**src/keypad_setpoint_controller_core_assert.svh**
```systemverilog
// ----------------------------------------------------------------------------
// Keypad setpoint controller assertion macros
// Shorthand for the concurrent checks at the end of the top level.
// ----------------------------------------------------------------------------
`ifndef KEYPAD_SETPOINT_CONTROLLER_CORE_ASSERT_SVH
`define KEYPAD_SETPOINT_CONTROLLER_CORE_ASSERT_SVH

// Consequent must hold in the same cycle as the antecedent.
`define KPSC_ASSERT_SAME(label, clk, rst_n, ante, cons) \
	label: assert property (@(posedge clk) disable iff (!rst_n) (ante) |-> (cons)) \
		else $error("kpsc: same-cycle check failed");

// Consequent must hold in the cycle after the antecedent.
`define KPSC_ASSERT_NEXT(label, clk, rst_n, ante, cons) \
	label: assert property (@(posedge clk) disable iff (!rst_n) (ante) |=> (cons)) \
		else $error("kpsc: next-cycle check failed");

`endif

```
**src/kpsc_pkg.sv**
```systemverilog
// ----------------------------------------------------------------------------
// Keypad setpoint controller package
// Shared types, key codes, register indexes and reset values.
// ----------------------------------------------------------------------------
package kpsc_pkg;

	// Field widths.
	localparam int KeyW      = 3;
	localparam int StepW     = 8;
	localparam int LimitW    = 10;
	localparam int IdW       = 8;
	localparam int SetpointW = 11;
	localparam int CfgIdxW   = 3;
	localparam int CfgDataW  = 10;

	// Key codes.
	localparam logic [KeyW-1:0] KEY_DIR  = 3'd1;
	localparam logic [KeyW-1:0] KEY_DOWN = 3'd2;
	localparam logic [KeyW-1:0] KEY_UP   = 3'd3;
	localparam logic [KeyW-1:0] KEY_MODE = 3'd4;

	// Configuration register indexes.
	localparam logic [CfgIdxW-1:0] REG_RPM_STEP   = 3'd0;
	localparam logic [CfgIdxW-1:0] REG_RPM_LIMIT  = 3'd1;
	localparam logic [CfgIdxW-1:0] REG_ID_CEILING = 3'd2;
	localparam logic [CfgIdxW-1:0] REG_INITIAL_ID = 3'd3;

	// Register reset values.
	localparam logic [StepW-1:0]  RPM_STEP_RST   = 8'd20;
	localparam logic [LimitW-1:0] RPM_LIMIT_RST  = 10'd280;
	localparam logic [IdW-1:0]    ID_CEILING_RST = 8'd247;
	localparam logic [IdW-1:0]    INITIAL_ID_RST = 8'd1;

	// Function mode selected by key four.
	typedef enum logic [1:0] {
		MODE_SPEED  = 2'd0,
		MODE_ID     = 2'd1,
		MODE_REMOTE = 2'd2
	} mode_t;

	// Configuration register contents.
	typedef struct packed {
		logic [StepW-1:0]  rpm_step;
		logic [LimitW-1:0] rpm_limit;
		logic [IdW-1:0]    id_ceiling;
		logic [IdW-1:0]    initial_id;
	} cfg_t;

	// Load of the device address from a write to initial_id.
	typedef struct packed {
		logic           load;
		logic [IdW-1:0] value;
	} id_load_t;

	// Panel state carried from one key event to the next.
	typedef struct packed {
		mode_t                       mode;
		logic                        dir_rev;
		logic signed [SetpointW-1:0] setpoint;
		logic [IdW-1:0]              dev_addr;
		logic                        remote_sel;
	} panel_state_t;

endpackage

```
**src/kpsc_cfg_regs.sv**
```systemverilog
// ----------------------------------------------------------------------------
// Keypad setpoint controller configuration registers
// Holds step, limit, id ceiling and initial id; flags initial id loads.
// ----------------------------------------------------------------------------
module kpsc_cfg_regs (
	input  logic                            clk,
	input  logic                            arst_n,
	input  logic                            wr_en,
	input  logic [kpsc_pkg::CfgIdxW-1:0]    wr_index,
	input  logic [kpsc_pkg::CfgDataW-1:0]   wr_data,
	output kpsc_pkg::cfg_t                  cfg,
	output kpsc_pkg::id_load_t              id_load
);

	kpsc_pkg::cfg_t cfg_q;

	// Register file; indexes beyond the list are ignored.
	always_ff @(posedge clk or negedge arst_n) begin
		if (!arst_n) begin
			cfg_q.rpm_step   <= kpsc_pkg::RPM_STEP_RST;
			cfg_q.rpm_limit  <= kpsc_pkg::RPM_LIMIT_RST;
			cfg_q.id_ceiling <= kpsc_pkg::ID_CEILING_RST;
			cfg_q.initial_id <= kpsc_pkg::INITIAL_ID_RST;
		end else if (wr_en) begin
			unique case (wr_index)
				kpsc_pkg::REG_RPM_STEP:   cfg_q.rpm_step   <= wr_data[kpsc_pkg::StepW-1:0];
				kpsc_pkg::REG_RPM_LIMIT:  cfg_q.rpm_limit  <= wr_data[kpsc_pkg::LimitW-1:0];
				kpsc_pkg::REG_ID_CEILING: cfg_q.id_ceiling <= wr_data[kpsc_pkg::IdW-1:0];
				kpsc_pkg::REG_INITIAL_ID: cfg_q.initial_id <= wr_data[kpsc_pkg::IdW-1:0];
				default: ;
			endcase
		end
	end

	assign cfg = cfg_q;

	// A write to initial_id also reloads the device address at once.
	assign id_load.load  = wr_en && (wr_index == kpsc_pkg::REG_INITIAL_ID);
	assign id_load.value = wr_data[kpsc_pkg::IdW-1:0];

endmodule

```
**src/kpsc_step.sv**
```systemverilog
// ----------------------------------------------------------------------------
// Keypad setpoint controller key step
// Next panel state and the id write request for one key event.
// ----------------------------------------------------------------------------
module kpsc_step (
	input  logic [kpsc_pkg::KeyW-1:0] key,
	input  kpsc_pkg::panel_state_t    cur,
	input  kpsc_pkg::cfg_t            cfg,
	output kpsc_pkg::panel_state_t    nxt,
	output logic                      id_write
);

	localparam int SumW = kpsc_pkg::SetpointW + 2;

	kpsc_pkg::mode_t         mode_new;
	logic signed [SumW-1:0]  sp_ext;
	logic signed [SumW-1:0]  step_ext;
	logic signed [SumW-1:0]  lim_ext;
	logic signed [SumW-1:0]  sum;
	logic signed [SumW-1:0]  clamped;
	logic                    step_add;
	logic [kpsc_pkg::IdW:0]  id_inc;
	logic [kpsc_pkg::IdW-1:0] id_up;
	logic [kpsc_pkg::IdW-1:0] id_down;

	// Key four advances the function mode before the other keys act.
	always_comb begin
		mode_new = cur.mode;
		if (key == kpsc_pkg::KEY_MODE) begin
			unique case (cur.mode)
				kpsc_pkg::MODE_SPEED:  mode_new = kpsc_pkg::MODE_ID;
				kpsc_pkg::MODE_ID:     mode_new = kpsc_pkg::MODE_REMOTE;
				kpsc_pkg::MODE_REMOTE: mode_new = kpsc_pkg::MODE_SPEED;
				default:               mode_new = kpsc_pkg::MODE_SPEED;
			endcase
		end
	end

	// Setpoint step: up key adds along the direction, down key subtracts.
	always_comb begin
		sp_ext   = SumW'(cur.setpoint);
		step_ext = $signed({{(SumW-kpsc_pkg::StepW){1'b0}}, cfg.rpm_step});
		lim_ext  = $signed({{(SumW-kpsc_pkg::LimitW){1'b0}}, cfg.rpm_limit});
		step_add = (key == kpsc_pkg::KEY_UP) ^ cur.dir_rev;
		sum      = step_add ? (sp_ext + step_ext) : (sp_ext - step_ext);
		clamped  = sum;
		if (!cur.dir_rev) begin
			if (sum < 0) clamped = '0;
			if (sum > lim_ext) clamped = lim_ext;
		end else begin
			if (sum > 0) clamped = '0;
			if (sum < -lim_ext) clamped = -lim_ext;
		end
	end

	// Address stepping with floor one and ceiling id_ceiling.
	always_comb begin
		id_inc  = {1'b0, cur.dev_addr} + 1'b1;
		id_up   = (id_inc > {1'b0, cfg.id_ceiling}) ? cfg.id_ceiling
		                                            : id_inc[kpsc_pkg::IdW-1:0];
		id_down = (cur.dev_addr <= kpsc_pkg::IdW'(1)) ? kpsc_pkg::IdW'(1)
		                                             : cur.dev_addr - 1'b1;
	end

	// Key dispatch on the updated mode.
	always_comb begin
		nxt      = cur;
		nxt.mode = mode_new;
		id_write = 1'b0;
		unique case (mode_new)
			kpsc_pkg::MODE_SPEED: begin
				if (!cur.remote_sel) begin
					if (key == kpsc_pkg::KEY_DIR) begin
						nxt.dir_rev  = ~cur.dir_rev;
						nxt.setpoint = '0;
					end else if (key == kpsc_pkg::KEY_DOWN || key == kpsc_pkg::KEY_UP) begin
						nxt.setpoint = clamped[kpsc_pkg::SetpointW-1:0];
					end
				end
			end
			kpsc_pkg::MODE_ID: begin
				if (key == kpsc_pkg::KEY_DOWN) begin
					nxt.dev_addr = id_down;
					id_write     = 1'b1;
				end else if (key == kpsc_pkg::KEY_UP) begin
					nxt.dev_addr = id_up;
					id_write     = 1'b1;
				end
			end
			default: begin
				if (key == kpsc_pkg::KEY_DOWN) begin
					nxt.remote_sel = 1'b0;
				end else if (key == kpsc_pkg::KEY_UP) begin
					nxt.remote_sel = 1'b1;
				end
			end
		endcase
	end

endmodule

```
**src/keypad_setpoint_controller_core.sv**
```systemverilog
// ----------------------------------------------------------------------------
// Keypad setpoint controller core
// Key-driven front panel: function mode, direction, setpoint, id, local/remote.
// ----------------------------------------------------------------------------
// Each key beat produces exactly one result beat carrying the full panel state
// after that key. A beat enters an input register; once the result register is
// free or draining, the single-pass step logic updates the panel state and loads
// the result register, so one key beat can be taken every cycle while m_tready
// is high; the rate is set by the state update loop. The input side keeps
// accepting while a result waits, as long as the input register drains.
// Configuration writes are accepted every cycle; writing initial_id also reloads
// the device address. Write configuration only while no key beat is in flight.
module keypad_setpoint_controller_core (
	input  logic                                clk,
	input  logic                                arst_n,
	// Key input stream.
	input  logic                                s_tvalid,
	output logic                                s_tready,
	input  logic [7:0]                          s_tdata,   // [2:0] key
	// Result stream.
	output logic                                m_tvalid,
	input  logic                                m_tready,
	// [1:0] function_mode, [2] reverse_dir, [13:3] setpoint_rpm,
	// [21:14] device_id, [22] remote_mode, [23] id_write
	output logic [23:0]                         m_tdata,
	// Configuration write channel.
	input  logic                                cfg_valid,
	output logic                                cfg_ready,
	input  logic [kpsc_pkg::CfgIdxW-1:0]        cfg_index,
	input  logic [kpsc_pkg::CfgDataW-1:0]       cfg_data
);

	kpsc_pkg::cfg_t         cfg;
	kpsc_pkg::id_load_t     id_load;
	kpsc_pkg::panel_state_t state_q;
	kpsc_pkg::panel_state_t state_nxt;
	logic                   id_write_nxt;

	logic                          valid_s1;
	logic [kpsc_pkg::KeyW-1:0]     key_s1;
	logic                          adv;
	logic                          out_valid_q;
	logic [23:0]                   out_data_q;

	assign cfg_ready = 1'b1;

	kpsc_cfg_regs u_cfg (
		.clk      (clk),
		.arst_n   (arst_n),
		.wr_en    (cfg_valid),
		.wr_index (cfg_index),
		.wr_data  (cfg_data),
		.cfg      (cfg),
		.id_load  (id_load)
	);

	kpsc_step u_step (
		.key      (key_s1),
		.cur      (state_q),
		.cfg      (cfg),
		.nxt      (state_nxt),
		.id_write (id_write_nxt)
	);

	// Stage one moves on when the result register is free or being drained.
	assign adv      = valid_s1 && (!out_valid_q || m_tready);
	assign s_tready = !valid_s1 || adv;

	// Input register.
	always_ff @(posedge clk or negedge arst_n) begin
		if (!arst_n) begin
			valid_s1 <= 1'b0;
		end else if (s_tvalid && s_tready) begin
			valid_s1 <= 1'b1;
		end else if (adv) begin
			valid_s1 <= 1'b0;
		end
	end

	always_ff @(posedge clk) begin
		if (s_tvalid && s_tready) begin
			key_s1 <= s_tdata[kpsc_pkg::KeyW-1:0];
		end
	end

	// Panel state; a write to initial_id reloads the device address.
	always_ff @(posedge clk or negedge arst_n) begin
		if (!arst_n) begin
			state_q.mode       <= kpsc_pkg::MODE_SPEED;
			state_q.dir_rev    <= 1'b0;
			state_q.setpoint   <= '0;
			state_q.dev_addr   <= kpsc_pkg::INITIAL_ID_RST;
			state_q.remote_sel <= 1'b0;
		end else if (id_load.load) begin
			state_q.dev_addr <= id_load.value;
		end else if (adv) begin
			state_q <= state_nxt;
		end
	end

	// Result register.
	always_ff @(posedge clk or negedge arst_n) begin
		if (!arst_n) begin
			out_valid_q <= 1'b0;
		end else if (adv) begin
			out_valid_q <= 1'b1;
		end else if (m_tready) begin
			out_valid_q <= 1'b0;
		end
	end

	always_ff @(posedge clk) begin
		if (adv) begin
			out_data_q <= {id_write_nxt, state_nxt.remote_sel, state_nxt.dev_addr,
			               state_nxt.setpoint, state_nxt.dir_rev, state_nxt.mode};
		end
	end

	assign m_tvalid = out_valid_q;
	assign m_tdata  = out_data_q;

	// Assertions.
	`include "keypad_setpoint_controller_core_assert.svh"

	// Forward running never shows a negative setpoint.
	`KPSC_ASSERT_SAME(a_fwd_sign, clk, arst_n,
		m_tvalid && !m_tdata[2], !m_tdata[13])
	// Reverse running never shows a positive setpoint.
	`KPSC_ASSERT_SAME(a_rev_sign, clk, arst_n,
		m_tvalid && m_tdata[2], m_tdata[13] || (m_tdata[13:3] == 11'd0))
	// A nonvolatile write is only requested in id mode.
	`KPSC_ASSERT_SAME(a_idw_mode, clk, arst_n,
		m_tvalid && m_tdata[23], m_tdata[1:0] == kpsc_pkg::MODE_ID)
	// A stage-one advance always presents a result next cycle.
	`KPSC_ASSERT_NEXT(a_adv_out, clk, arst_n, adv, m_tvalid)

endmodule

```
**config.mk**
```make
export PLATFORM = sky130hd
export DESIGN_NAME = keypad_setpoint_controller_core
export DESIGN_NICKNAME = d
export VERILOG_FILES = /design/src/kpsc_pkg.sv /design/src/kpsc_cfg_regs.sv /design/src/kpsc_step.sv /design/src/keypad_setpoint_controller_core.sv
export VERILOG_INCLUDE_DIRS = /design/src /design/src/src
export SDC_FILE = /design/constraint.sdc
export NUM_CORES = 1
export LEC_CHECK = 0
export ABC_AREA = 1
export BUFFER_PORTS_ARGS = -buffer_cell sky130_fd_sc_hd__clkbuf_2
export CAP_MARGIN = 20
export CORE_ASPECT_RATIO = 0.5
export CORE_UTILIZATION = 48
export CTS_CLUSTER_DIAMETER = 100
export CTS_CLUSTER_SIZE = 16
export DETAILED_ROUTE_END_ITERATION = 8
export PLACE_DENSITY = 0.66
export SYNTH_ARGS = -nofsm -noshare
export SYNTH_HDL_FRONTEND = slang
export SYNTH_SLANG_ARGS = --single-unit
```
**constraint.sdc**
```tcl
create_clock -name clk -period 5.45 [get_ports clk]
set_input_delay 0 -clock clk [delete_from_list [all_inputs] [get_ports clk]]
set_output_delay 0 -clock clk [all_outputs]
set_load 0.03 [all_outputs]
```
==> impl_results.html, run 1 <==
<table>
<tr><th>Metric</th><th>Value</th></tr>
<tr><th colspan="2">Die</th></tr>
<tr><td>IO Pins</td><td>53</td></tr>
<tr><td>Vertical extent of the die</td><td>82.5 microns</td></tr>
<tr><td>Core Box Area</td><td>0.0122 sq mm</td></tr>
<tr><td>Effective utilization at floorplan</td><td>50.9%</td></tr>
<tr><td>Std-Cell Rows</td><td>28</td></tr>
<tr><td>Die Footprint</td><td>0.0135 sq mm</td></tr>
<tr><td>Horizontal die dimension</td><td>163 microns</td></tr>
<tr><th colspan="2">Clock network</th></tr>
<tr><td>Clock transition at the register clock pins on the worst setup and hold paths after CTS</td><td>0.06 ns</td></tr>
<tr><td>Total CTS buffers</td><td>9</td></tr>
<tr><td>Clock latency at the later pin of the worst-skew pair</td><td>0.35 ns</td></tr>
<tr><td>Count of clock tree sinks</td><td>78</td></tr>
<tr><td>TritonCTS clock tree</td><td>done</td></tr>
<tr><td>Post-CTS setup buffers</td><td>0</td></tr>
<tr><td>CTS root buffer</td><td>clkbuf_16</td></tr>
<tr><td>Number of levels the H-tree was split into</td><td>3</td></tr>
<tr><td>Maximum buffer depth of the clock tree</td><td>2</td></tr>
<tr><th colspan="2">Worst setup path</th></tr>
<tr><td>Crit path max fanout</td><td>11</td></tr>
<tr><td>Worst endpoint data arrival time</td><td>4.88 ns</td></tr>
<tr><td>Crit start category</td><td>register</td></tr>
<tr><td>CP endpoint kind</td><td>register</td></tr>
<tr><td>WS Path Type</td><td>register to register</td></tr>
<tr><td>Required time of the worst setup path</td><td>5.55 ns</td></tr>
<tr><th colspan="2">Placement</th></tr>
<tr><td>Detail Placement HPWL</td><td>11900 microns</td></tr>
<tr><td>Routability congestion estimate</td><td>0.922</td></tr>
<tr><td>Number of buffer cells added on primary ports</td><td>46</td></tr>
<tr><td>Worst setup slack before clock tree synthesis</td><td>0.127 ns</td></tr>
<tr><td>DP Cell Count</td><td>1064</td></tr>
<tr><th colspan="2">Run status</th></tr>
<tr><td>Status</td><td>finished with violations</td></tr>
<tr><td>Violated checks</td><td>hold timing</td></tr>
<tr><th colspan="2">Synth</th></tr>
<tr><td>Proportion of synthesized chip area in sequential cells</td><td>33.8%</td></tr>
<tr><td>Cell count after synthesis</td><td>872</td></tr>
<tr><td>Mapped cell area</td><td>0.00623 sq mm</td></tr>
<tr><td>Most used DFF post-synth</td><td>dfrtp_1</td></tr>
<tr><td>Library cell with the largest summed area after synthesis</td><td>nand2_1</td></tr>
<tr><td>Number of flops mapped to enable cells by yosys</td><td>27</td></tr>
<tr><td>Average instance area after synthesis</td><td>7.14 sq um</td></tr>
<tr><td>Yosys cell types</td><td>45</td></tr>
<tr><td>Dominant cells by area after synthesis</td><td>nand2_1 16%, dfrtp_1 15%, edfxtp_1 13%</td></tr>
<tr><td>Synth top area share</td><td>16.2%</td></tr>
<tr><td>Most instantiated library cell after synthesis</td><td>nand2_1</td></tr>
<tr><td>Async set-or-reset flop fraction in the synthesized netlist</td><td>65.4%</td></tr>
<tr><td>Synth Net Count</td><td>946</td></tr>
<tr><td>Flip-flop and latch count after synthesis</td><td>78</td></tr>
<tr><td>Count of synthesis-stage warnings from yosys</td><td>0</td></tr>
<tr><td>Top cells by count, synth</td><td>269 x nand2_1, 104 x inv_1, 82 x nand3_1, 66 x nor2_1</td></tr>
<tr><th colspan="2">STA</th></tr>
<tr><td>Final Slew Violations</td><td>0</td></tr>
<tr><td>Final worst path period need</td><td>4.78 ns</td></tr>
<tr><td>Final-report hold violation count</td><td>1</td></tr>
<tr><td>Clock skew after layout</td><td>0.0140 ns</td></tr>
<tr><td>Relative slew slack</td><td>30.0%</td></tr>
<tr><td>Total Neg Setup Slack</td><td>0 ns</td></tr>
<tr><td>Setup repair after global routing missed its margin</td><td>false</td></tr>
<tr><td>Worst-margin pin slew</td><td>1.05 ns</td></tr>
<tr><td>Achievable frequency</td><td>0.209 GHz</td></tr>
<tr><td>Worst hold margin</td><td>-0.00116 ns</td></tr>
<tr><td>Final worst-path cycle share</td><td>87.7%</td></tr>
<tr><td>Number of setup violations in the final report</td><td>0</td></tr>
<tr><td>Worst path setup slack after routing</td><td>0.671 ns</td></tr>
<tr><th colspan="2">Cells and area</th></tr>
<tr><td>Seq. cell area</td><td>0.00210 sq mm</td></tr>
<tr><td>Final std cells w/o fill</td><td>1094</td></tr>
<tr><td>Ratio of cells with drive above 1 in the final layout</td><td>13.6%</td></tr>
<tr><td>P&amp;R area growth vs syn</td><td>13.3%</td></tr>
<tr><td>Final-stage net count</td><td>998</td></tr>
<tr><td>Fillcell total</td><td>1171</td></tr>
<tr><td>Number of antenna diodes</td><td>0</td></tr>
<tr><td>Area used by multi-input combinational logic</td><td>0.00360 sq mm</td></tr>
<tr><th colspan="2">Global routing</th></tr>
<tr><td>Pin count of the biggest net entering global routing</td><td>52</td></tr>
<tr><td>Number of antenna violations at the first check in global routing</td><td>0</td></tr>
<tr><td>First-pass GRT wire length</td><td>26100 microns</td></tr>
<tr><td>Overall overflow remaining after global route</td><td>0</td></tr>
<tr><td>Total global-route track usage</td><td>25.4%</td></tr>
<tr><td>Number of global-route vias before repair</td><td>5314</td></tr>
<tr><th colspan="2">Detailed routing</th></tr>
<tr><td>Average vias per placed instance</td><td>5.21</td></tr>
<tr><td>Wire per inst</td><td>14.3 microns</td></tr>
<tr><td>Wirelength, routed</td><td>15700 microns</td></tr>
<tr><td>Starting DRC count in detailed routing</td><td>526</td></tr>
<tr><td>Total via count in the routed design</td><td>5705</td></tr>
<tr><td>Antenna Violating Nets Remaining</td><td>0</td></tr>
<tr><td>Number of optimization iterations in the first detailed-route pass</td><td>5</td></tr>
<tr><td>Post-route DRC violation count</td><td>0</td></tr>
<tr><th colspan="2">Hold path</th></tr>
<tr><td>Hold Path Class</td><td>input pin to register</td></tr>
<tr><th colspan="2">Run</th></tr>
<tr><td>Max Cap Violations</td><td>0</td></tr>
</table>
[placed cells by master (no fill, tap or decap), types with 2 or more instances in the layout]
cell / synthesis / routed
nand2_2: 15 / 16
nor2_1: 66 / 66
a21oi_1: 26 / 26
dlygate4sd3_1: 0 / 14
edfxtp_1: 27 / 27
nor3_1: 8 / 8
inv_6: 0 / 2
nor2_2: 3 / 3
a31oi_1: 2 / 2
nand3_2: 15 / 15
bufinv_16: 0 / 2
o21ai_0: 47 / 47
a21o_1: 2 / 2
ha_1: 47 / 47
nand2_4: 2 / 2
nor4_1: 2 / 2
xnor2_1: 5 / 5
nand2_1: 269 / 268
xor2_1: 23 / 23
nor2_4: 2 / 2
o22ai_1: 5 / 5
clkbuf_2: 0 / 46
o21bai_1: 3 / 3
buf_4: 2 / 5
inv_2: 6 / 6
nand4_1: 8 / 8
clkinvlp_4: 0 / 2
a221oi_1: 6 / 6
inv_1: 104 / 104
nand3_1: 82 / 82
dfstp_2: 13 / 13
o21ai_1: 2 / 2
clkbuf_16: 0 / 9
dfrtp_1: 38 / 38
a21boi_0: 4 / 4
o211ai_1: 4 / 4
[cell families (layout without fill, tap and decap cells)]
family / Yosys count / after routing / synth area share (%)
flops: 78 / 78 / 33.8
simple gates: 475 / 475 / 33.7
compound gates: 107 / 107 / 9.95
xor+xnor: 28 / 28 / 3.94
other cells: 1 / 1 / 0.0602
buf+inv: 135 / 192 / 8.78
fa+ha+maj: 48 / 48 / 9.77
[repair_timing]
action | in CTS | in global routing
setup endpoints to repair | 0 | 20
hold endpoints to repair | 52 | 0
gates resized for setup | 0 | 3
hold buffers | 14 | 0
[final timing paths]
path                                            from                         to  slack (ns)  depth (start not counted)
max in group asynchronous                     arst_n    state_q[11]$_DFFE_PN0P_        4.63                          3
setup reg to reg                 key_s1[2]$_DFFE_PP_       m_tdata[7]$_DFFE_PP_        0.67                         24
min in group asynchronous                     arst_n     state_q[3]$_DFFE_PN0P_        0.33                          3
hold / removal                           cfg_data[0]   u_cfg.cfg[8]$_DFFE_PN1P_      -0.001                          3
setup / recovery                 key_s1[2]$_DFFE_PP_       m_tdata[7]$_DFFE_PP_        0.67                         24
hold reg to reg            u_cfg.cfg[12]$_DFFE_PN1P_  u_cfg.cfg[12]$_DFFE_PN1P_        0.49                          2
[per-stage QoR]
stage / utilization (%) / cell area (sq um)
5_1_grt: 57.7 / 7060
3_3_place_gp: 53.8 / 6570
6_report: 57.7 / 7060
2_1_floorplan: - / 6230
4_1_cts: 57.5 / 7030
3_5_place_dp: 53.8 / 6570
[worst max-delay path, stage by stage, from the launching register on]
cell and delay [ns]:
edfxtp_1 0.45, inv_1 0.12, nand3_1 0.25, nand2_1 0.20, nand2_4 0.10, nor2_1 0.13, xor2_1 0.26, ha_1 0.31
a21oi_1 0.15, nand2_1 0.12, a21oi_1 0.25, xor2_1 0.23, inv_1 0.12, ha_1 0.31, nand3_1 0.13, o41ai_4 0.48
nand2_2 0.25, nand2_1 0.22, nand2_1 0.07, nand3_1 0.07, nand2_1 0.06, inv_1 0.06, nand2_1 0.06, nand2_1 0.08
nand2_2 0.05
[routing by layer]
metal / vias up / share of wire (%) / GRT usage, %
li1: 2942 / - / -
met3: 18 / 4.6 / 4.90
met4: 0 / 1.3 / 7.57
met5: - / 0 / 0
met1: 2623 / 51 / 35.1
met2: 122 / 43 / 40.6
[registers in the layout (all words and copies together), names as in the netlist]
register   flops
m_tvalid       1
m_tdata       24
state_q       23
u_cfg.cfg     26
key_s1         3
valid_s1       1
[cell type report]
| cell class | instances | area share (%) |
|---|---|---|
| clock buffer | 10 | 3.25 |
| clock inverter | 6 | 1.31 |
| inverter | 111 | 5.94 |
| multi-input combinational | 659 | 51.0 |
| sequential | 78 | 29.8 |
| tap | 165 | 2.93 |
| timing repair buffer | 65 | 5.78 |
Power of run 1 is left out: the tool's default activity adds up to more than one toggle a clock period on the data nets, which glitch-free logic cannot reach.
==> run 2: changes to the inputs <==
--- a/config.mk
+++ b/config.mk
@@ -9,12 +9,15 @@
 export ABC_AREA = 1
 export BUFFER_PORTS_ARGS = -buffer_cell sky130_fd_sc_hd__clkbuf_2
 export CAP_MARGIN = 20
+export CELL_PAD_IN_SITES_DETAIL_PLACEMENT = 1
+export CELL_PAD_IN_SITES_GLOBAL_PLACEMENT = 2
 export CORE_ASPECT_RATIO = 0.5
-export CORE_UTILIZATION = 48
+export CORE_UTILIZATION = 36
 export CTS_CLUSTER_DIAMETER = 100
 export CTS_CLUSTER_SIZE = 16
 export DETAILED_ROUTE_END_ITERATION = 8
-export PLACE_DENSITY = 0.66
+export PLACE_DENSITY_LB_ADDON = 0.1
 export SYNTH_ARGS = -nofsm -noshare
 export SYNTH_HDL_FRONTEND = slang
+export SYNTH_HIERARCHICAL = 1
 export SYNTH_SLANG_ARGS = --single-unit
==> run 2 against run 1 <==
  * The run now ends clean
  * Non-clock buffer count grew 8
  * Core utilization shrank 16 points
  * Via count increased by 3.5%
  * Die area grew 38%
==> impl_results.html, run 2 <==
<table>
<tr><th>Metric</th><th>Value</th></tr>
<tr><th colspan="2">Cells and area</th></tr>
<tr><td>Ratio of cells with drive above 1 in the final layout</td><td>17.0%</td></tr>
<tr><td>Number of flip-flops under the largest register name</td><td>26</td></tr>
<tr><td>Most common library cell in the layout ignoring fill and taps</td><td>nand2_1</td></tr>
<tr><td>P&amp;R area growth vs syn</td><td>13.4%</td></tr>
<tr><td>Leading cell types in the layout, fill and taps excluded</td><td>225 x nand2_1, 118 x inv_1, 109 x nand3_1</td></tr>
<tr><td>Number of antenna diodes</td><td>0</td></tr>
<tr><td>Final standard cell area without fillers</td><td>0.00734 sq mm</td></tr>
<tr><td>Final-stage net count</td><td>1006</td></tr>
<tr><th colspan="2">Clock network</th></tr>
<tr><td>Clock latency at the later pin of the worst-skew pair</td><td>0.35 ns</td></tr>
<tr><td>Maximum buffer depth of the clock tree</td><td>2</td></tr>
<tr><td>Post-CTS setup buffers</td><td>0</td></tr>
<tr><td>Total CTS buffers</td><td>9</td></tr>
<tr><td>CTS root buffer</td><td>clkbuf_16</td></tr>
<tr><td>TritonCTS clock tree</td><td>done</td></tr>
<tr><td>Number of levels the H-tree was split into</td><td>3</td></tr>
<tr><td>Clock transition at the register clock pins on the worst setup and hold paths after CTS</td><td>0.07 ns</td></tr>
<tr><td>Count of clock tree sinks</td><td>78</td></tr>
<tr><th colspan="2">Run status</th></tr>
<tr><td>Status</td><td>finished, final reports clean</td></tr>
<tr><th colspan="2">Hold path</th></tr>
<tr><td>Hold Path Class</td><td>input pin to register</td></tr>
<tr><td>Worst hold path cell count</td><td>4</td></tr>
<tr><th colspan="2">Global routing</th></tr>
<tr><td>Overall overflow remaining after global route</td><td>0</td></tr>
<tr><td>Number of global-route vias before repair</td><td>6233</td></tr>
<tr><td>First-pass GRT wire length</td><td>32600 microns</td></tr>
<tr><td>Pin count of the biggest net entering global routing</td><td>52</td></tr>
<tr><td>Number of antenna violations at the first check in global routing</td><td>0</td></tr>
<tr><td>Total global-route track usage</td><td>22.5%</td></tr>
<tr><th colspan="2">STA</th></tr>
<tr><td>Clock skew after layout</td><td>0.0113 ns</td></tr>
<tr><td>Achievable frequency</td><td>0.202 GHz</td></tr>
<tr><td>Final Slew Violations</td><td>0</td></tr>
<tr><td>Final worst path period need</td><td>4.95 ns</td></tr>
<tr><td>Worst path setup slack after routing</td><td>0.498 ns</td></tr>
<tr><td>Final-report hold violation count</td><td>0</td></tr>
<tr><td>Setup repair after global routing missed its margin</td><td>false</td></tr>
<tr><td>Number of setup violations in the final report</td><td>0</td></tr>
<tr><td>Final worst-path cycle share</td><td>90.9%</td></tr>
<tr><td>Worst-margin pin slew</td><td>0.723 ns</td></tr>
<tr><td>Relative slew slack</td><td>51.8%</td></tr>
<tr><td>Total Neg Setup Slack</td><td>0 ns</td></tr>
<tr><th colspan="2">Worst setup path</th></tr>
<tr><td>Largest stage delay, worst path</td><td>0.46 ns</td></tr>
<tr><td>Worst Reg-to-Reg Cells</td><td>28</td></tr>
<tr><td>Worst endpoint data arrival time</td><td>5.22 ns</td></tr>
<tr><td>Required time of the worst setup path</td><td>5.71 ns</td></tr>
<tr><td>Crit path max fanout</td><td>11</td></tr>
<tr><td>CP endpoint kind</td><td>register</td></tr>
<tr><td>Standard cell with the maximum stage delay on the critical path</td><td>edfxtp_1</td></tr>
<tr><td>Most frequent cell on the critical path</td><td>nand2_1</td></tr>
<tr><td>WS Path Type</td><td>register to register</td></tr>
<tr><td>Crit start category</td><td>register</td></tr>
<tr><th colspan="2">Power</th></tr>
<tr><td>Total power</td><td>5.18 mW</td></tr>
<tr><td>Pwr/cell area</td><td>707 mW/mm^2</td></tr>
<tr><td>Clock power frac</td><td>12.3%</td></tr>
<tr><td>Internal power consumption</td><td>2.39 mW</td></tr>
<tr><td>Sequential cell fraction of total power</td><td>19.9%</td></tr>
<tr><td>Sw Share</td><td>53.9%</td></tr>
<tr><td>Net switching power of the design</td><td>2.79 mW</td></tr>
<tr><td>Maximum vdd drop</td><td>0.000291 V</td></tr>
<tr><td>Leakage</td><td>3.64 nW</td></tr>
<tr><td>Combinational group share of total power</td><td>67.8%</td></tr>
<tr><th colspan="2">Placement</th></tr>
<tr><td>Cell Area, Placed</td><td>0.00682 sq mm</td></tr>
<tr><td>Detail Placement HPWL</td><td>15100 microns</td></tr>
<tr><td>Routability congestion estimate</td><td>0.896</td></tr>
<tr><td>Worst setup slack before clock tree synthesis</td><td>0.406 ns</td></tr>
<tr><td>Number of buffer cells added on primary ports</td><td>46</td></tr>
<tr><th colspan="2">Detailed routing</th></tr>
<tr><td>Wire per inst</td><td>16.8 microns</td></tr>
<tr><td>Post-route DRC violation count</td><td>0</td></tr>
<tr><td>Number of optimization iterations in the first detailed-route pass</td><td>5</td></tr>
<tr><td>Starting DRC count in detailed routing</td><td>248</td></tr>
<tr><td>Wirelength, routed</td><td>19700 microns</td></tr>
<tr><td>Antenna Violating Nets Remaining</td><td>0</td></tr>
<tr><td>Average vias per placed instance</td><td>5.04</td></tr>
<tr><td>Total via count in the routed design</td><td>5904</td></tr>
<tr><th colspan="2">Die</th></tr>
<tr><td>Die Footprint</td><td>0.0185 sq mm</td></tr>
<tr><td>Horizontal die dimension</td><td>192 microns</td></tr>
<tr><td>Effective utilization at floorplan</td><td>37.0%</td></tr>
<tr><td>Std-Cell Rows</td><td>34</td></tr>
<tr><td>IO Pins</td><td>53</td></tr>
<tr><td>Vertical extent of the die</td><td>96.8 microns</td></tr>
<tr><td>Core Box Area</td><td>0.0175 sq mm</td></tr>
<tr><th colspan="2">Run</th></tr>
<tr><td>Max Cap Violations</td><td>0</td></tr>
<tr><th colspan="2">Synth</th></tr>
<tr><td>Cell count after synthesis</td><td>883</td></tr>
<tr><td>Count of synthesis-stage warnings from yosys</td><td>6</td></tr>
<tr><td>Synth Net Count</td><td>957</td></tr>
<tr><td>Mapped cell area</td><td>0.00647 sq mm</td></tr>
<tr><td>Average instance area after synthesis</td><td>7.33 sq um</td></tr>
</table>
## run 2: worst paths after layout
check	startpoint	end	slack, ns
max	key_s1[2]$_DFFE_PP_	state_q[19]$_DFFE_PN0P_	0.50
min	cfg_index[0]	u_cfg/cfg[12]$_DFFE_PN1P_	0.03
max reg2reg	key_s1[2]$_DFFE_PP_	state_q[19]$_DFFE_PN0P_	0.50
min reg2reg	u_cfg/cfg[15]$_DFFE_PN1P_	u_cfg/cfg[15]$_DFFE_PN1P_	0.47
min in group asynchronous	arst_n	state_q[16]$_DFFE_PN0P_	0.34
max in group asynchronous	arst_n	u_cfg/cfg[16]$_DFFE_PN0P_	4.62
## run 2: what timing repair did
item,4_1_cts,5_1_grt
setup endpoints to repair,0,13
hold buffers,17,0
hold endpoints to repair,71,0
gates resized for setup,0,4
## run 2: power groups by stage
stage	clock network [mW]	registers [mW]	logic (mW)
after global placement	0	1.03	3.40
final	0.637	1.03	3.51
after global routing	0.683	1.06	3.97
after detailed placement	0	1.04	3.46
after CTS	0.658	1.04	3.50
after floorplan	0	1.09	2.47
## run 2: cell type report
type,count,area (sq um)
sequential,78,2100
tap,234,293
inverter,124,475
fill,2244,10100
timing repair buffer,73,495
clock buffer,9,225
clock inverter,7,78.8
multi-input combinational,646,3660
## run 2: critical path: cells and delay by family (launching register included)
| kind | cells | cell delay (ns) |
|---|---|---|
| xor gates and xnor gates | 2 | 0.65 |
| buffers and inverters | 3 | 0.32 |
| AOI/OAI and AO/OA | 4 | 0.70 |
| and+or+nand+nor | 17 | 2.08 |
| DFF | 1 | 0.46 |
| adders and majority gates | 2 | 0.66 |
## run 2: through the flow
| stage | utilization (%) | hold WS (ns) | instances |
|---|---|---|---|
| finish | 42.0 | 0.0263 | 1171 |
| global route | 42.0 | 0.0477 | 1171 |
| CTS | 41.7 | 0.0185 | 1170 |
| detailed placement | 39.0 | 0.174 | 1137 |
| global placement | 39.0 | 0.174 | 1137 |
| floorplan | - | -0.296 | 883 |
## run 2: layer usage
metal  up-vias  wire length [microns]  global-route usage, %
li1       2967                      -                      -
met1      2847                   9730                   31.1
met2        73                   9000                   37.1
met3        17                    698                   3.16
met4         0                    244                   4.88
met5         -                      0                      0
(Power assumes the default switching activity.)
==> run 3: changes to the inputs <==
--- a/config.mk
+++ b/config.mk
@@ -9,14 +9,12 @@
 export ABC_AREA = 1
 export BUFFER_PORTS_ARGS = -buffer_cell sky130_fd_sc_hd__clkbuf_2
 export CAP_MARGIN = 20
-export CELL_PAD_IN_SITES_DETAIL_PLACEMENT = 1
-export CELL_PAD_IN_SITES_GLOBAL_PLACEMENT = 2
 export CORE_ASPECT_RATIO = 0.5
-export CORE_UTILIZATION = 36
+export CORE_UTILIZATION = 55
 export CTS_CLUSTER_DIAMETER = 100
 export CTS_CLUSTER_SIZE = 16
 export DETAILED_ROUTE_END_ITERATION = 8
-export PLACE_DENSITY_LB_ADDON = 0.1
+export PLACE_DENSITY = 0.74
 export SYNTH_ARGS = -nofsm -noshare
 export SYNTH_HDL_FRONTEND = slang
 export SYNTH_HIERARCHICAL = 1
==> run 3 against run 2 <==
  * The flow now finishes with violations (hold timing)
  * Sequential cell count unchanged
  * Count of clock-buffer cells in the layout increased by 2
  * Sequential share of layout area is 0.49 points higher
  * Hold slack lost 0.028 ns
  * Clock skew shrank 0.0034 ns
  * Largest power group unchanged
==> impl_results.html, run 3 (same netlist as run 2, synthesis figures left out) <==
<table>
<tr><th>Metric</th><th>Value</th></tr>
<tr><th colspan="2">Run status</th></tr>
<tr><td>Status</td><td>finished with violations</td></tr>
<tr><td>Violated checks</td><td>hold timing</td></tr>
<tr><th colspan="2">Clock network</th></tr>
<tr><td>TritonCTS clock tree</td><td>done</td></tr>
<tr><td>Maximum buffer depth of the clock tree</td><td>2</td></tr>
<tr><td>Post-CTS setup buffers</td><td>0</td></tr>
<tr><td>Clock transition at the register clock pins on the worst setup and hold paths after CTS</td><td>0.07 ns</td></tr>
<tr><td>Number of levels the H-tree was split into</td><td>3</td></tr>
<tr><td>Count of clock tree sinks</td><td>78</td></tr>
<tr><td>Total CTS buffers</td><td>9</td></tr>
<tr><td>Clock latency at the later pin of the worst-skew pair</td><td>0.34 ns</td></tr>
<tr><td>CTS root buffer</td><td>clkbuf_16</td></tr>
<tr><th colspan="2">Worst setup path</th></tr>
<tr><td>Worst endpoint data arrival time</td><td>5.15 ns</td></tr>
<tr><td>CP endpoint kind</td><td>register</td></tr>
<tr><td>Required time of the worst setup path</td><td>5.71 ns</td></tr>
<tr><td>Crit start category</td><td>register</td></tr>
<tr><td>Standard cell with the maximum stage delay on the critical path</td><td>edfxtp_1</td></tr>
<tr><td>End of the worst register-to-register path</td><td>state_q[14]$_DFFE_PN0P_</td></tr>
<tr><td>Largest stage delay, worst path</td><td>0.43 ns</td></tr>
<tr><td>Setup crit end</td><td>state_q[14]$_DFFE_PN0P_</td></tr>
<tr><td>WS Path Type</td><td>register to register</td></tr>
<tr><td>Reg-to-reg setup timing slack</td><td>0.55 ns</td></tr>
<tr><td>Crit path max fanout</td><td>8</td></tr>
<tr><td>Most frequent cell on the critical path</td><td>nand2_1</td></tr>
<tr><td>Crit path from</td><td>key_s1[1]$_DFFE_PP_</td></tr>
<tr><td>Reg-to-Reg Start</td><td>key_s1[1]$_DFFE_PP_</td></tr>
<tr><td>Worst Reg-to-Reg Cells</td><td>35</td></tr>
<tr><th colspan="2">Cells and area</th></tr>
<tr><td>P&amp;R area growth vs syn</td><td>11.5%</td></tr>
<tr><td>Leading cell types in the layout, fill and taps excluded</td><td>225 x nand2_1, 118 x inv_1, 109 x nand3_1</td></tr>
<tr><td>Final standard cell area without fillers</td><td>0.00721 sq mm</td></tr>
<tr><td>Final-stage net count</td><td>1004</td></tr>
<tr><td>Number of antenna diodes</td><td>0</td></tr>
<tr><td>Ratio of cells with drive above 1 in the final layout</td><td>16.4%</td></tr>
<tr><td>Share of the core filled with cells</td><td>64.3%</td></tr>
<tr><td>Number of flip-flops under the largest register name</td><td>26</td></tr>
<tr><td>Most common library cell in the layout ignoring fill and taps</td><td>nand2_1</td></tr>
<tr><th colspan="2">STA</th></tr>
<tr><td>Number of setup violations in the final report</td><td>0</td></tr>
<tr><td>Final Slew Violations</td><td>0</td></tr>
<tr><td>Setup repair after global routing missed its margin</td><td>false</td></tr>
<tr><td>Worst path setup slack after routing</td><td>0.553 ns</td></tr>
<tr><td>Final worst-path cycle share</td><td>89.8%</td></tr>
<tr><td>Worst hold margin</td><td>-0.00159 ns</td></tr>
<tr><td>Relative slew slack</td><td>36.5%</td></tr>
<tr><td>Total Neg Setup Slack</td><td>0 ns</td></tr>
<tr><td>Clock skew after layout</td><td>0.00793 ns</td></tr>
<tr><td>Final worst path period need</td><td>4.90 ns</td></tr>
<tr><td>Final-report hold violation count</td><td>1</td></tr>
<tr><td>Achievable frequency</td><td>0.204 GHz</td></tr>
<tr><td>Worst-margin pin slew</td><td>0.952 ns</td></tr>
<tr><th colspan="2">Placement</th></tr>
<tr><td>Routability congestion estimate</td><td>0.966</td></tr>
<tr><td>Number of buffer cells added on primary ports</td><td>46</td></tr>
<tr><td>Worst setup slack before clock tree synthesis</td><td>0.565 ns</td></tr>
<tr><td>Detail Placement HPWL</td><td>12100 microns</td></tr>
<tr><td>Cell Area, Placed</td><td>0.00671 sq mm</td></tr>
<tr><th colspan="2">Die</th></tr>
<tr><td>Std-Cell Rows</td><td>27</td></tr>
<tr><td>Horizontal die dimension</td><td>155 microns</td></tr>
<tr><td>Effective utilization at floorplan</td><td>57.7%</td></tr>
<tr><td>IO Pins</td><td>53</td></tr>
<tr><td>Core Box Area</td><td>0.0112 sq mm</td></tr>
<tr><td>Die Footprint</td><td>0.0122 sq mm</td></tr>
<tr><td>Vertical extent of the die</td><td>78.7 microns</td></tr>
<tr><th colspan="2">Detailed routing</th></tr>
<tr><td>Wire per inst</td><td>14.6 microns</td></tr>
<tr><td>Average vias per placed instance</td><td>5.43</td></tr>
<tr><td>Antenna Violating Nets Remaining</td><td>0</td></tr>
<tr><td>Wirelength, routed</td><td>16000 microns</td></tr>
<tr><td>Starting DRC count in detailed routing</td><td>511</td></tr>
<tr><td>Post-route DRC violation count</td><td>0</td></tr>
<tr><td>Total via count in the routed design</td><td>5939</td></tr>
<tr><td>Number of optimization iterations in the first detailed-route pass</td><td>6</td></tr>
<tr><th colspan="2">Run</th></tr>
<tr><td>Max Cap Violations</td><td>0</td></tr>
<tr><th colspan="2">Global routing</th></tr>
<tr><td>First-pass GRT wire length</td><td>26500 microns</td></tr>
<tr><td>Overall overflow remaining after global route</td><td>0</td></tr>
<tr><td>Total global-route track usage</td><td>27.5%</td></tr>
<tr><td>Number of global-route vias before repair</td><td>5466</td></tr>
<tr><td>Pin count of the biggest net entering global routing</td><td>52</td></tr>
<tr><td>Number of antenna violations at the first check in global routing</td><td>0</td></tr>
<tr><th colspan="2">Power</th></tr>
<tr><td>Maximum vdd drop</td><td>0.000298 V</td></tr>
<tr><td>Pwr/cell area</td><td>693 mW/mm^2</td></tr>
<tr><td>Leakage</td><td>3.63 nW</td></tr>
<tr><th colspan="2">Hold path</th></tr>
<tr><td>Hold Path Class</td><td>input pin to register</td></tr>
</table>
-- run 3: cell count changes in the layout (fill, tap and decap cells not counted), sizes merged --
cell    previous run  this run
buf               10         8
inv              127       125
clkbuf            55        57
-- run 3: what timing repair did --
item / 4_1_cts / 5_1_grt
endpoints found under the hold margin: 73 / 2
gates resized for setup: 0 / 1
hold buffers: 16 / 1
setup endpoints to repair: 0 / 8
-- run 3: worst max-delay path: cells and delay by family, from the launching register on --
family	cells	cell delay (ns)
compound gates	4	0.63
xor+xnor	2	0.60
fa+ha+maj	2	0.62
buf+inv	7	0.62
flops	1	0.43
simple gates	20	1.87
-- run 3: through the flow --
stage | power, mW | cells | hold WS [ns]
after floorplan | 3.56 | 883 | -0.296
after global placement | 4.22 | 1060 | 0.152
after detailed placement | 4.29 | 1060 | 0.179
after CTS | 4.96 | 1092 | 0.0244
after global routing | 5.49 | 1094 | 0.0117
final | 5.00 | 1094 | -0.00159
-- run 3: routing by layer --
| metal | GRT usage, % | wire [microns] | vias up |
|---|---|---|---|
| li1 | - | - | 2966 |
| met1 | 37.9 | 7590 | 2777 |
| met2 | 45.6 | 7360 | 187 |
| met3 | 4.69 | 926 | 9 |
| met4 | 6.27 | 139 | 0 |
| met5 | 0 | 0 | - |
-- run 3: worst min path at each step --
stage / slack [ns] / to / cells past startpoint / start
2_1_floorplan: -0.30 / m_tvalid$_DFFE_PN0P_ / 0 / arst_n
3_5_place_dp: 0.18 / u_cfg/cfg[23]$_DFFE_PN0P_ / 2 / arst_n
6_report: -0.002 / u_cfg/cfg[12]$_DFFE_PN1P_ / 5 / cfg_valid
3_3_place_gp: 0.15 / u_cfg/cfg[11]$_DFFE_PN0P_ / 2 / arst_n
5_1_grt: 0.01 / u_cfg/cfg[12]$_DFFE_PN1P_ / 5 / cfg_valid
4_1_cts: 0.02 / u_cfg/cfg[12]$_DFFE_PN1P_ / 4 / cfg_index[0]
-- run 3: layout make-up --
cell class	instances	area [sq um]
fill	1027	4000
multi-input combinational	646	3650
sequential	78	2100
inverter	124	475
timing repair buffer	71	468
clock buffer	11	254
tap	159	199
clock inverter	5	62.6
-- run 3: power breakdown --
group / switching, mW / internal, mW
combinational: 2.19 / 1.16
clock: 0.247 / 0.386
sequential: 0.193 / 0.834
